===== src/design/crcdf_pkg.sv =====
// Shared definitions for the CRC-8 packet deframer: sync bytes, CRC polynomial,
// result field layout and the per-byte CRC-8 update function.
// No dependencies.
package crcdf_pkg;

    localparam logic [7:0]  SYNC_FIRST      = 8'hAA;
    localparam logic [7:0]  SYNC_SECOND     = 8'h55;
    localparam logic [7:0]  CRC_POLY        = 8'h07;
    localparam logic [7:0]  CRC_TOPBIT      = 8'h80;
    localparam logic [15:0] MAX_LEN_RESET   = 16'd144;

    localparam int          M_TDATA_W       = 56;

    // Result kinds carried on m_tuser
    localparam logic        KIND_PAYLOAD    = 1'b0;
    localparam logic        KIND_FRAME_END  = 1'b1;

    // m_tdata bit positions
    localparam int          DATA_LSB        = 0;
    localparam int          INDEX_LSB       = 8;
    localparam int          TYPE_LSB        = 24;
    localparam int          LEN_LSB         = 32;
    localparam int          CRC_OK_BIT      = 48;

    // CRC-8, MSB first, no reflection, no final xor
    function automatic logic [7:0] crc8_update(input logic [7:0] crc,
                                               input logic [7:0] data);
        logic [7:0] c;
        c = crc ^ data;
        for (int k = 0; k < 8; k++) begin
            if ((c & CRC_TOPBIT) != 8'd0) begin
                c = {c[6:0], 1'b0} ^ CRC_POLY;
            end else begin
                c = {c[6:0], 1'b0};
            end
        end
        return c;
    endfunction

endpackage


===== src/design/crc8_packet_deframer.sv =====
// Sync-word / length / CRC-8 packet deframer, top level.
// Depends on crcdf_pkg.
//
// Usage:
//   s_ channel: one received link byte per transaction on s_tdata.
//   m_ channel: one result per payload byte (m_tuser = 0) and one per frame
//     end (m_tuser = 1, CRC byte checked, crc_ok in m_tdata).
//   Frame: 0xAA 0x55, type, length high, length low, payload, CRC-8.
//   cfg_we/cfg_wdata set the largest accepted payload length (reset 144);
//   write it only while the block is idle.
// Timing:
//   A byte is taken into an input register, decoded by the frame state
//   machine and any result it gives lands in the output register, which
//   drives m_tvalid. One byte per cycle is sustained while m_tready stays
//   high; the combinational CRC-8 update and state decode set this.
// Reset: aresetn (synchronous, active low) empties both registers and
//   returns the deframer to hunting for the sync word.
// Stall: while m_tready is low a held result stays stable; the input
//   register still takes one more byte, then s_tready drops.
module crc8_packet_deframer (
    input  logic        aclk,
    input  logic        aresetn,

    input  logic        cfg_we,
    input  logic [15:0] cfg_wdata,

    input  logic        s_tvalid,
    output logic        s_tready,
    input  logic [7:0]  s_tdata,    // [7:0] in_byte

    output logic        m_tvalid,
    input  logic        m_tready,
    // [7:0] data_byte, [23:8] byte_index, [31:24] frame_type,
    // [47:32] payload_len, [48] crc_ok, [55:49] zero
    output logic [crcdf_pkg::M_TDATA_W-1:0] m_tdata,
    output logic        m_tuser     // [0] event_kind
);

    typedef enum logic [2:0] {
        PH_HUNT1,
        PH_HUNT2,
        PH_TYPE,
        PH_LENHI,
        PH_LENLO,
        PH_PAYLOAD,
        PH_CHECK
    } phase_t;

    phase_t      phase_reg, phase_next;
    logic [7:0]  type_reg, type_next;
    logic [15:0] len_reg, len_next;
    logic [15:0] count_reg, count_next;
    logic [7:0]  crc_reg, crc_next;
    logic [15:0] max_len_reg;

    logic        in_valid_reg;
    logic [7:0]  in_byte_reg;

    logic        m_tvalid_reg;
    logic [crcdf_pkg::M_TDATA_W-1:0] m_tdata_reg;
    logic        m_tuser_reg;

    logic        proc_en;
    logic [7:0]  crc_upd;
    logic [15:0] len_full;
    logic [15:0] count_inc;

    logic        res_valid;
    logic        res_kind;
    logic [crcdf_pkg::M_TDATA_W-1:0] res_data;

    assign proc_en  = in_valid_reg && (!m_tvalid_reg || m_tready);
    assign s_tready = !in_valid_reg || proc_en;

    assign crc_upd   = crcdf_pkg::crc8_update(crc_reg, in_byte_reg);
    assign len_full  = {len_reg[15:8], in_byte_reg};
    assign count_inc = count_reg + 16'd1;

    always_comb begin
        phase_next = phase_reg;
        type_next  = type_reg;
        len_next   = len_reg;
        count_next = count_reg;
        crc_next   = crc_reg;
        res_valid  = 1'b0;
        res_kind   = crcdf_pkg::KIND_PAYLOAD;
        res_data   = '0;
        if (proc_en) begin
            case (phase_reg)
                PH_HUNT1: begin
                    if (in_byte_reg == crcdf_pkg::SYNC_FIRST) begin
                        crc_next   = crc_upd;
                        phase_next = PH_HUNT2;
                    end
                end
                PH_HUNT2: begin
                    if (in_byte_reg == crcdf_pkg::SYNC_SECOND) begin
                        crc_next   = crc_upd;
                        phase_next = PH_TYPE;
                    end else begin
                        // not rechecked as a first sync byte
                        phase_next = PH_HUNT1;
                        count_next = '0;
                        crc_next   = '0;
                    end
                end
                PH_TYPE: begin
                    type_next  = in_byte_reg;
                    crc_next   = crc_upd;
                    phase_next = PH_LENHI;
                end
                PH_LENHI: begin
                    len_next   = {in_byte_reg, 8'd0};
                    crc_next   = crc_upd;
                    phase_next = PH_LENLO;
                end
                PH_LENLO: begin
                    len_next   = len_full;
                    crc_next   = crc_upd;
                    count_next = '0;
                    if (len_full == 16'd0) begin
                        phase_next = PH_CHECK;
                    end else if (len_full > max_len_reg) begin
                        // oversize frame dropped without a result
                        phase_next = PH_HUNT1;
                        crc_next   = '0;
                    end else begin
                        phase_next = PH_PAYLOAD;
                    end
                end
                PH_PAYLOAD: begin
                    res_valid = 1'b1;
                    res_kind  = crcdf_pkg::KIND_PAYLOAD;
                    res_data[crcdf_pkg::DATA_LSB +: 8]   = in_byte_reg;
                    res_data[crcdf_pkg::INDEX_LSB +: 16] = count_reg;
                    res_data[crcdf_pkg::TYPE_LSB +: 8]   = type_reg;
                    res_data[crcdf_pkg::LEN_LSB +: 16]   = len_reg;
                    crc_next   = crc_upd;
                    count_next = count_inc;
                    if (count_inc == len_reg) begin
                        phase_next = PH_CHECK;
                    end
                end
                PH_CHECK: begin
                    res_valid = 1'b1;
                    res_kind  = crcdf_pkg::KIND_FRAME_END;
                    res_data[crcdf_pkg::TYPE_LSB +: 8]  = type_reg;
                    res_data[crcdf_pkg::LEN_LSB +: 16]  = len_reg;
                    res_data[crcdf_pkg::CRC_OK_BIT]     = (in_byte_reg == crc_reg);
                    phase_next = PH_HUNT1;
                    count_next = '0;
                    crc_next   = '0;
                end
                default: begin
                    phase_next = PH_HUNT1;
                    count_next = '0;
                    crc_next   = '0;
                end
            endcase
        end
    end

    always_ff @(posedge aclk) begin
        if (!aresetn) begin
            phase_reg    <= PH_HUNT1;
            type_reg     <= '0;
            len_reg      <= '0;
            count_reg    <= '0;
            crc_reg      <= '0;
            max_len_reg  <= crcdf_pkg::MAX_LEN_RESET;
            in_valid_reg <= 1'b0;
            m_tvalid_reg <= 1'b0;
        end else begin
            phase_reg <= phase_next;
            type_reg  <= type_next;
            len_reg   <= len_next;
            count_reg <= count_next;
            crc_reg   <= crc_next;
            if (cfg_we) begin
                max_len_reg <= cfg_wdata;
            end
            if (s_tready) begin
                in_valid_reg <= s_tvalid;
            end
            if (proc_en) begin
                m_tvalid_reg <= res_valid;
            end else if (m_tready) begin
                m_tvalid_reg <= 1'b0;
            end
        end
    end

    // payload registers
    always_ff @(posedge aclk) begin
        if (s_tready && s_tvalid) begin
            in_byte_reg <= s_tdata;
        end
        if (proc_en) begin
            m_tdata_reg <= res_data;
            m_tuser_reg <= res_kind;
        end
    end

    assign m_tvalid = m_tvalid_reg;
    assign m_tdata  = m_tdata_reg;
    assign m_tuser  = m_tuser_reg;

endmodule


===== config.mk =====
export PLATFORM = sky130hd
export DESIGN_NAME = crc8_packet_deframer
export DESIGN_NICKNAME = d
export VERILOG_FILES = /design/src/design/crcdf_pkg.sv /design/src/design/crc8_packet_deframer.sv
export SDC_FILE = /design/constraint.sdc
export NUM_CORES = 1
export LEC_CHECK = 0
export BUFFER_PORTS_ARGS = -buffer_cell sky130_fd_sc_hd__buf_4
export CAP_MARGIN = 10
export CORE_ASPECT_RATIO = 1.2
export CORE_UTILIZATION = 30
export CTS_CLUSTER_SIZE = 30
export DETAILED_ROUTE_END_ITERATION = 6
export PLACE_DENSITY = 0.51
export SYNTH_ARGS = -nofsm -noshare
export SYNTH_HDL_FRONTEND = slang
export SYNTH_SLANG_ARGS = --single-unit

===== constraint.sdc =====
create_clock -name aclk -period 4.2 [get_ports aclk]
set_input_delay 0.84 -clock aclk [delete_from_list [all_inputs] [get_ports aclk]]
set_output_delay 0.84 -clock aclk [all_outputs]
set_load 0.01 [all_outputs]

==> Yosys cells after proc, flatten, opt, wreduce, memory -nomap -nowiden <==
Index checks and enable logic that the tools add are counted.
{ "word_totals": {"inputBits": 29, "mem_count": 0, "mem_bits_rw": 0, "output_inout_bits": 59, "rom_bits": 0, "regBits": 127, "latchBits": 0} }
{ "classes": {"n_eq_ne": 13, "shift": 0, "n_bitwise": 11, "n_reduce_logical": 19, "div": 0, "mux": 26, "order_cmp": 1, "mul": 0, "n_addsub": 1} }
{ "op_table": {"columns": ["op", "n"], "rows": [
  ["$pmux W16 S3", 1],
  ["$mux W3", 12],
  ["$mux W8", 4],
  ["$pmux W16 S2", 1],
  ["$pmux W8 S4", 1],
  ["$not A3 Y3", 8],
  ["$pmux W3 S6", 1],
  ["$add A16 B1 Y16 const B", 1],
  ["$eq A16 B16 Y1", 1],
  ["$gt A16 B16 Y1", 1],
  ["$logic_not A16 Y1", 1],
  ["$mux W16", 1],
  ["$eq A3 B3 Y1 const B", 3],
  ["$reduce_and A3 Y1", 3],
  ["$eq A8 B7 Y1 const B", 1],
  ["$eq A8 B8 Y1", 1],
  ["$eq A8 B8 Y1 const B", 1],
  ["$xor A8 B8 Y8", 1],
  ["$eq A3 B2 Y1 const B", 2],
  ["$ne A2 B2 Y1 const B", 3],
  ["$reduce_and A2 Y1", 3],
  ["$reduce_or A3 Y1", 2],
  ["$mux W1", 4],
  ["$reduce_bool A2 Y1", 2],
  ["other kinds (8)", 12]
]} }

==> Logic depth before layout (Yosys ltp) <==
{ "logic_depth": {"depth_word": 20, "depth_mapped": 9, "ltp_nobuf": 9} }

==> Worst setup path after synthesis <==
No wires, ideal clock.
{ "synth_timing": {"path_type": "input to register", "startpoint": "input port m_tready", "endpoint": "register type_reg[1]", "stages": 6, "required_time_ps": 4072, "setup_time_ps": 128, "path_slack_ps": 645, "n_path_buf": 0, "arrival_time_ps": 3428, "path_cell_list": "nand2b_1 > nand2_1 > clkinv_1 > nand3_1 > mux2i_1 > nor2_1"} }
{ "synth_between": {"elab_chain_len": 3} }
{ "synth_lines": {"columns": ["item", "line", "text"], "rows": [
  ["start: declaration", "crc8_packet_deframer.sv:32", "input logic m_tready,"],
  ["$logic_or A1 B1 Y1", "crc8_packet_deframer.sv:72", "assign proc_en = in_valid_reg && (!m_tvalid_reg || m_tready);"],
  ["$logic_and A1 B1 Y1", "crc8_packet_deframer.sv:72", null],
  ["named net proc_en", "crc8_packet_deframer.sv:63", "logic proc_en;"],
  ["$reduce_and A2 Y1 (no line)", null, null],
  ["end signal: assignment", "crc8_packet_deframer.sv:175", "type_reg <= type_next;"],
  ["end: declaration", "crc8_packet_deframer.sv:50", "logic [7:0] type_reg, type_next;"]
]} }
The timed path passes the listed nets, and every way through them passes these cells.
A chain may end at the register's enable or synchronous reset.

==> Worst setup path after layout <==
{ "layout_timing": {"startpoint": "register count_reg[3]", "endpoint": "register phase_reg[1]"} }
{ "layout_between": {"elab_chain_len": 4} }
{ "layout_lines": {"columns": ["item", "line", "text"], "rows": [
  ["start: declaration", "crc8_packet_deframer.sv:52", "logic [15:0] count_reg, count_next;"],
  ["start signal: assignment", "crc8_packet_deframer.sv:177", "count_reg <= count_next;"],
  ["$add A16 B1 Y16", "crc8_packet_deframer.sv:77", "assign count_inc = count_reg + 16'd1;"],
  ["$eq A16 B16 Y1", "crc8_packet_deframer.sv:140", "if (count_inc == len_reg) begin"],
  ["$ne A2 B2 Y1 (no line)", null, null],
  ["$reduce_and A3 Y1 (no line)", null, null],
  ["end signal: assignment", "crc8_packet_deframer.sv:174", "phase_reg <= phase_next;"],
  ["end: declaration", "crc8_packet_deframer.sv:49", "phase_t phase_reg, phase_next;"]
]} }
No other way between the ends.

==> results.py <==
metrics = {
    "run_status": {
        "violations": "DRC",
        "status": "finished, violations left",
    },
    "worst_setup_path": {
        "critical_path.startpoint_type": "register",
        "cp.required_ns": 4.52,
        "cp-end-kind": "register",
        "reg2reg_depth": 7,
        "crit_fanout": 8,
        "regToRegStartpoint": "count_reg[3]$_SDFFE_PN0P_",
        "critical_path_class": "register to register",
        "cp.arrival_ns": 3.02,
        "critPathLaunch": "count_reg[3]$_SDFFE_PN0P_",
    },
    "sta": {
        "clock.fmax_mhz": 370.6,
        "maxSlewViolCount": 0,
        "worst_slew_pin_slew_ns": 0.9893,
        "whs_ns": 0.4791,
        "hold_viol_final": 0,
        "relSlewSlack_pct": 33.80,
        "finalSetupTns_ns": 0,
        "setup_viol": 0,
        "timing.final.crit_share_pct": 64.24,
        "post-route-min-period_ns": 2.698,
        "rsz0062_at_grt": "false",
        "fin_skew_ns": 0.01193,
    },
    "global_route": {
        "grt_pass1_vias": 4634,
        "grt_max_degree": 56,
        "grt_usage_pct": 14.79,
        "overflow": 0,
        "antenna_found_initial": 0,
        "grt_pass1_wl_um": 24120,
    },
    "power": {
        "leakagePower_nw": 3.082,
        "ir_drop_v": 0.0002547,
        "power-per-cell-area_nw_per_um2": 397.0,
    },
    "cells_and_area": {
        "seq_area_um2": 3123,
        "nets": 724,
        "largest_register_ffs": 49,
        "fin_area_um2": 7551,
        "area_growth_pct": 22.51,
        "multi_input_area_um2": 2775,
        "drive_above_1_share_pct": 19.77,
        "nFillCells": 2001,
        "n_antenna_cell": 0,
    },
    "floorplan": {
        "boundaryPins": 88,
        "initial_core_util_pct": 30.54,
        "die_area_um2": 21120,
        "die-height_um": 159.0,
        "coreArea_um2": 20180,
        "die_w_um": 132.8,
        "rows": 57,
    },
    "clock_tree": {
        "cts_buffers": 17,
        "h-tree-depth": 4,
        "cts_resized": 0,
        "clock_sinks": 127,
        "clkLatencyLatePin_ns": 0.43,
        "cts_buffer_depth": 2,
        "root_buffer": "clkbuf_16",
        "hold_buffers": 0,
        "post_cts.repair.setup_buffers": 0,
        "cts_tree": "done",
        "path_clk_slew_ns": 0.06,
    },
    "yosys": {
        "synthDistinctLibCells": 61,
        "ys_ff_latch": 127,
        "synth-edff-count": 58,
        "synth.most_common_cell": "dfxtp_1",
        "async_reset_ff_share_pct": 0,
        "synth_top_area_cell": "edfxtp_1",
        "synthTopCellsByCount": "69 x dfxtp_1, 64 x nor2_1, 58 x edfxtp_1",
        "synth_top_area_share_pct": 28.26,
        "syn_area_um2": 6163,
        "synth.avg_cell_area_um2": 10.17,
        "synth.area.top_cells": "edfxtp_1 28%, dfxtp_1 22%, ha_1 4.1%",
        "syn_inst": 606,
        "yosys_warnings": 0,
        "yosysSeqAreaShare_pct": 50.67,
        "ys.flop_type": "dfxtp_1",
    },
    "min_path": {
        "hp-start": "type_reg[0]$_SDFFE_PN0P_",
        "hold_depth": 2,
        "hp-class": "register to register",
    },
    "flow_run": {
        "maxCapViolations": 0,
    },
    "drt": {
        "antenna_left": 0,
        "first_iter_violations": 355,
        "drt-pass1-iter-count": 7,
        "drc": 2,
        "viasPerCell": 4.881,
        "drt-total-wl_um": 14970,
        "route.vias.total": 4652,
        "wire_per_inst_um": 15.71,
    },
    "placement": {
        "numPortBuffers": 80,
        "dp_hpwl_um": 10550,
        "placed_cell_area_um2": 6954,
        "routabilityCongestion": 0.8216,
    },
}
==> cell type report <==
type	instances	share of cell area, %
inverters	23	1.143
flip-flops and latches	127	41.36
multi-input cells	421	36.75
well taps	265	4.391
repair buffers	85	8.451
clock buffers	17	5.634
clock inverters	15	2.270
==> per-stage QoR <==
stage | util (%) | setup slack, ns | power [mW] | cells
3_3_place_gp | 34.46 | 1.333 | 1.527 | 921
2_1_floorplan | - | 0.6448 | 1.465 | 612
6_report | 37.41 | 1.502 | 2.998 | 953
3_5_place_dp | 34.46 | 1.257 | 1.532 | 921
4_1_cts | 37.41 | 1.517 | 3.033 | 953
5_1_grt | 37.41 | 1.230 | 3.109 | 953
==> final timing paths <==
path	endpoint	slack (ns)
setup / recovery	phase_reg[1]$_SDFFE_PN0P_	1.50
hold / removal	type_reg[0]$_SDFFE_PN0P_	0.48
setup reg to reg	phase_reg[1]$_SDFFE_PN0P_	1.50
hold reg to reg	type_reg[0]$_SDFFE_PN0P_	0.48
==> worst max-delay path, stage by stage (launching register included) <==
cell	delay (ns)
dfxtp_1	0.53
nand4_2	0.28
or2_4	0.34
or3_4	0.40
xnor2_2	0.16
a2111oi_2	0.33
a31oi_2	0.19
o41ai_1	0.36
==> routing by layer <==
metal / share of wire (%) / GRT usage (%) / up-vias
met5: 0 / 0 / -
met2: 52 / 26.53 / 126
li1: - / - / 2283
met3: 4.4 / 3.407 / 20
met4: 1.7 / 5.852 / 0
met1: 42 / 16.80 / 2223
==> logic make-up (layout without fill, tap and decap cells) <==
logic type / after synthesis / count (layout) / share of synthesized area [%]
buffers and inverters: 64 / 140 / 4.669
flip-flops: 127 / 127 / 50.67
XOR/XNOR: 43 / 43 / 6.232
AO/OA/AOI/OAI: 105 / 105 / 11.14
multiplexers: 23 / 23 / 3.735
AND/OR/NAND/NOR: 223 / 223 / 19.43
adder cells (fa/ha/maj): 20 / 20 / 4.060
other: 1 / 7 / 0.06084
==> report_power, final <==
| group | internal (mW) | switching (mW) | leakage (nW) | total [mW] |
|---|---|---|---|---|
| clock network | 0.928 | 0.567 | 0.284 | 1.49 |
| registers | 1.32 | 0.0259 | 1.13 | 1.34 |
| logic | 0.0730 | 0.0852 | 1.67 | 0.158 |
| total | 2.32 | 0.678 | 3.08 | 3.00 |
==> layout by cell type, fill, tap and decap left out, drive strengths merged, types with 23 or more instances in the layout <==
| master | n |
|---|---|
| and2 | 27 |
| edfxtp | 58 |
| a21oi | 37 |
| xnor2 | 28 |
| inv | 23 |
| dfxtp | 69 |
| mux2i | 23 |
| nor2 | 64 |
| buf | 85 |
| nand2 | 35 |
Power figures use the tool's default switching activity.
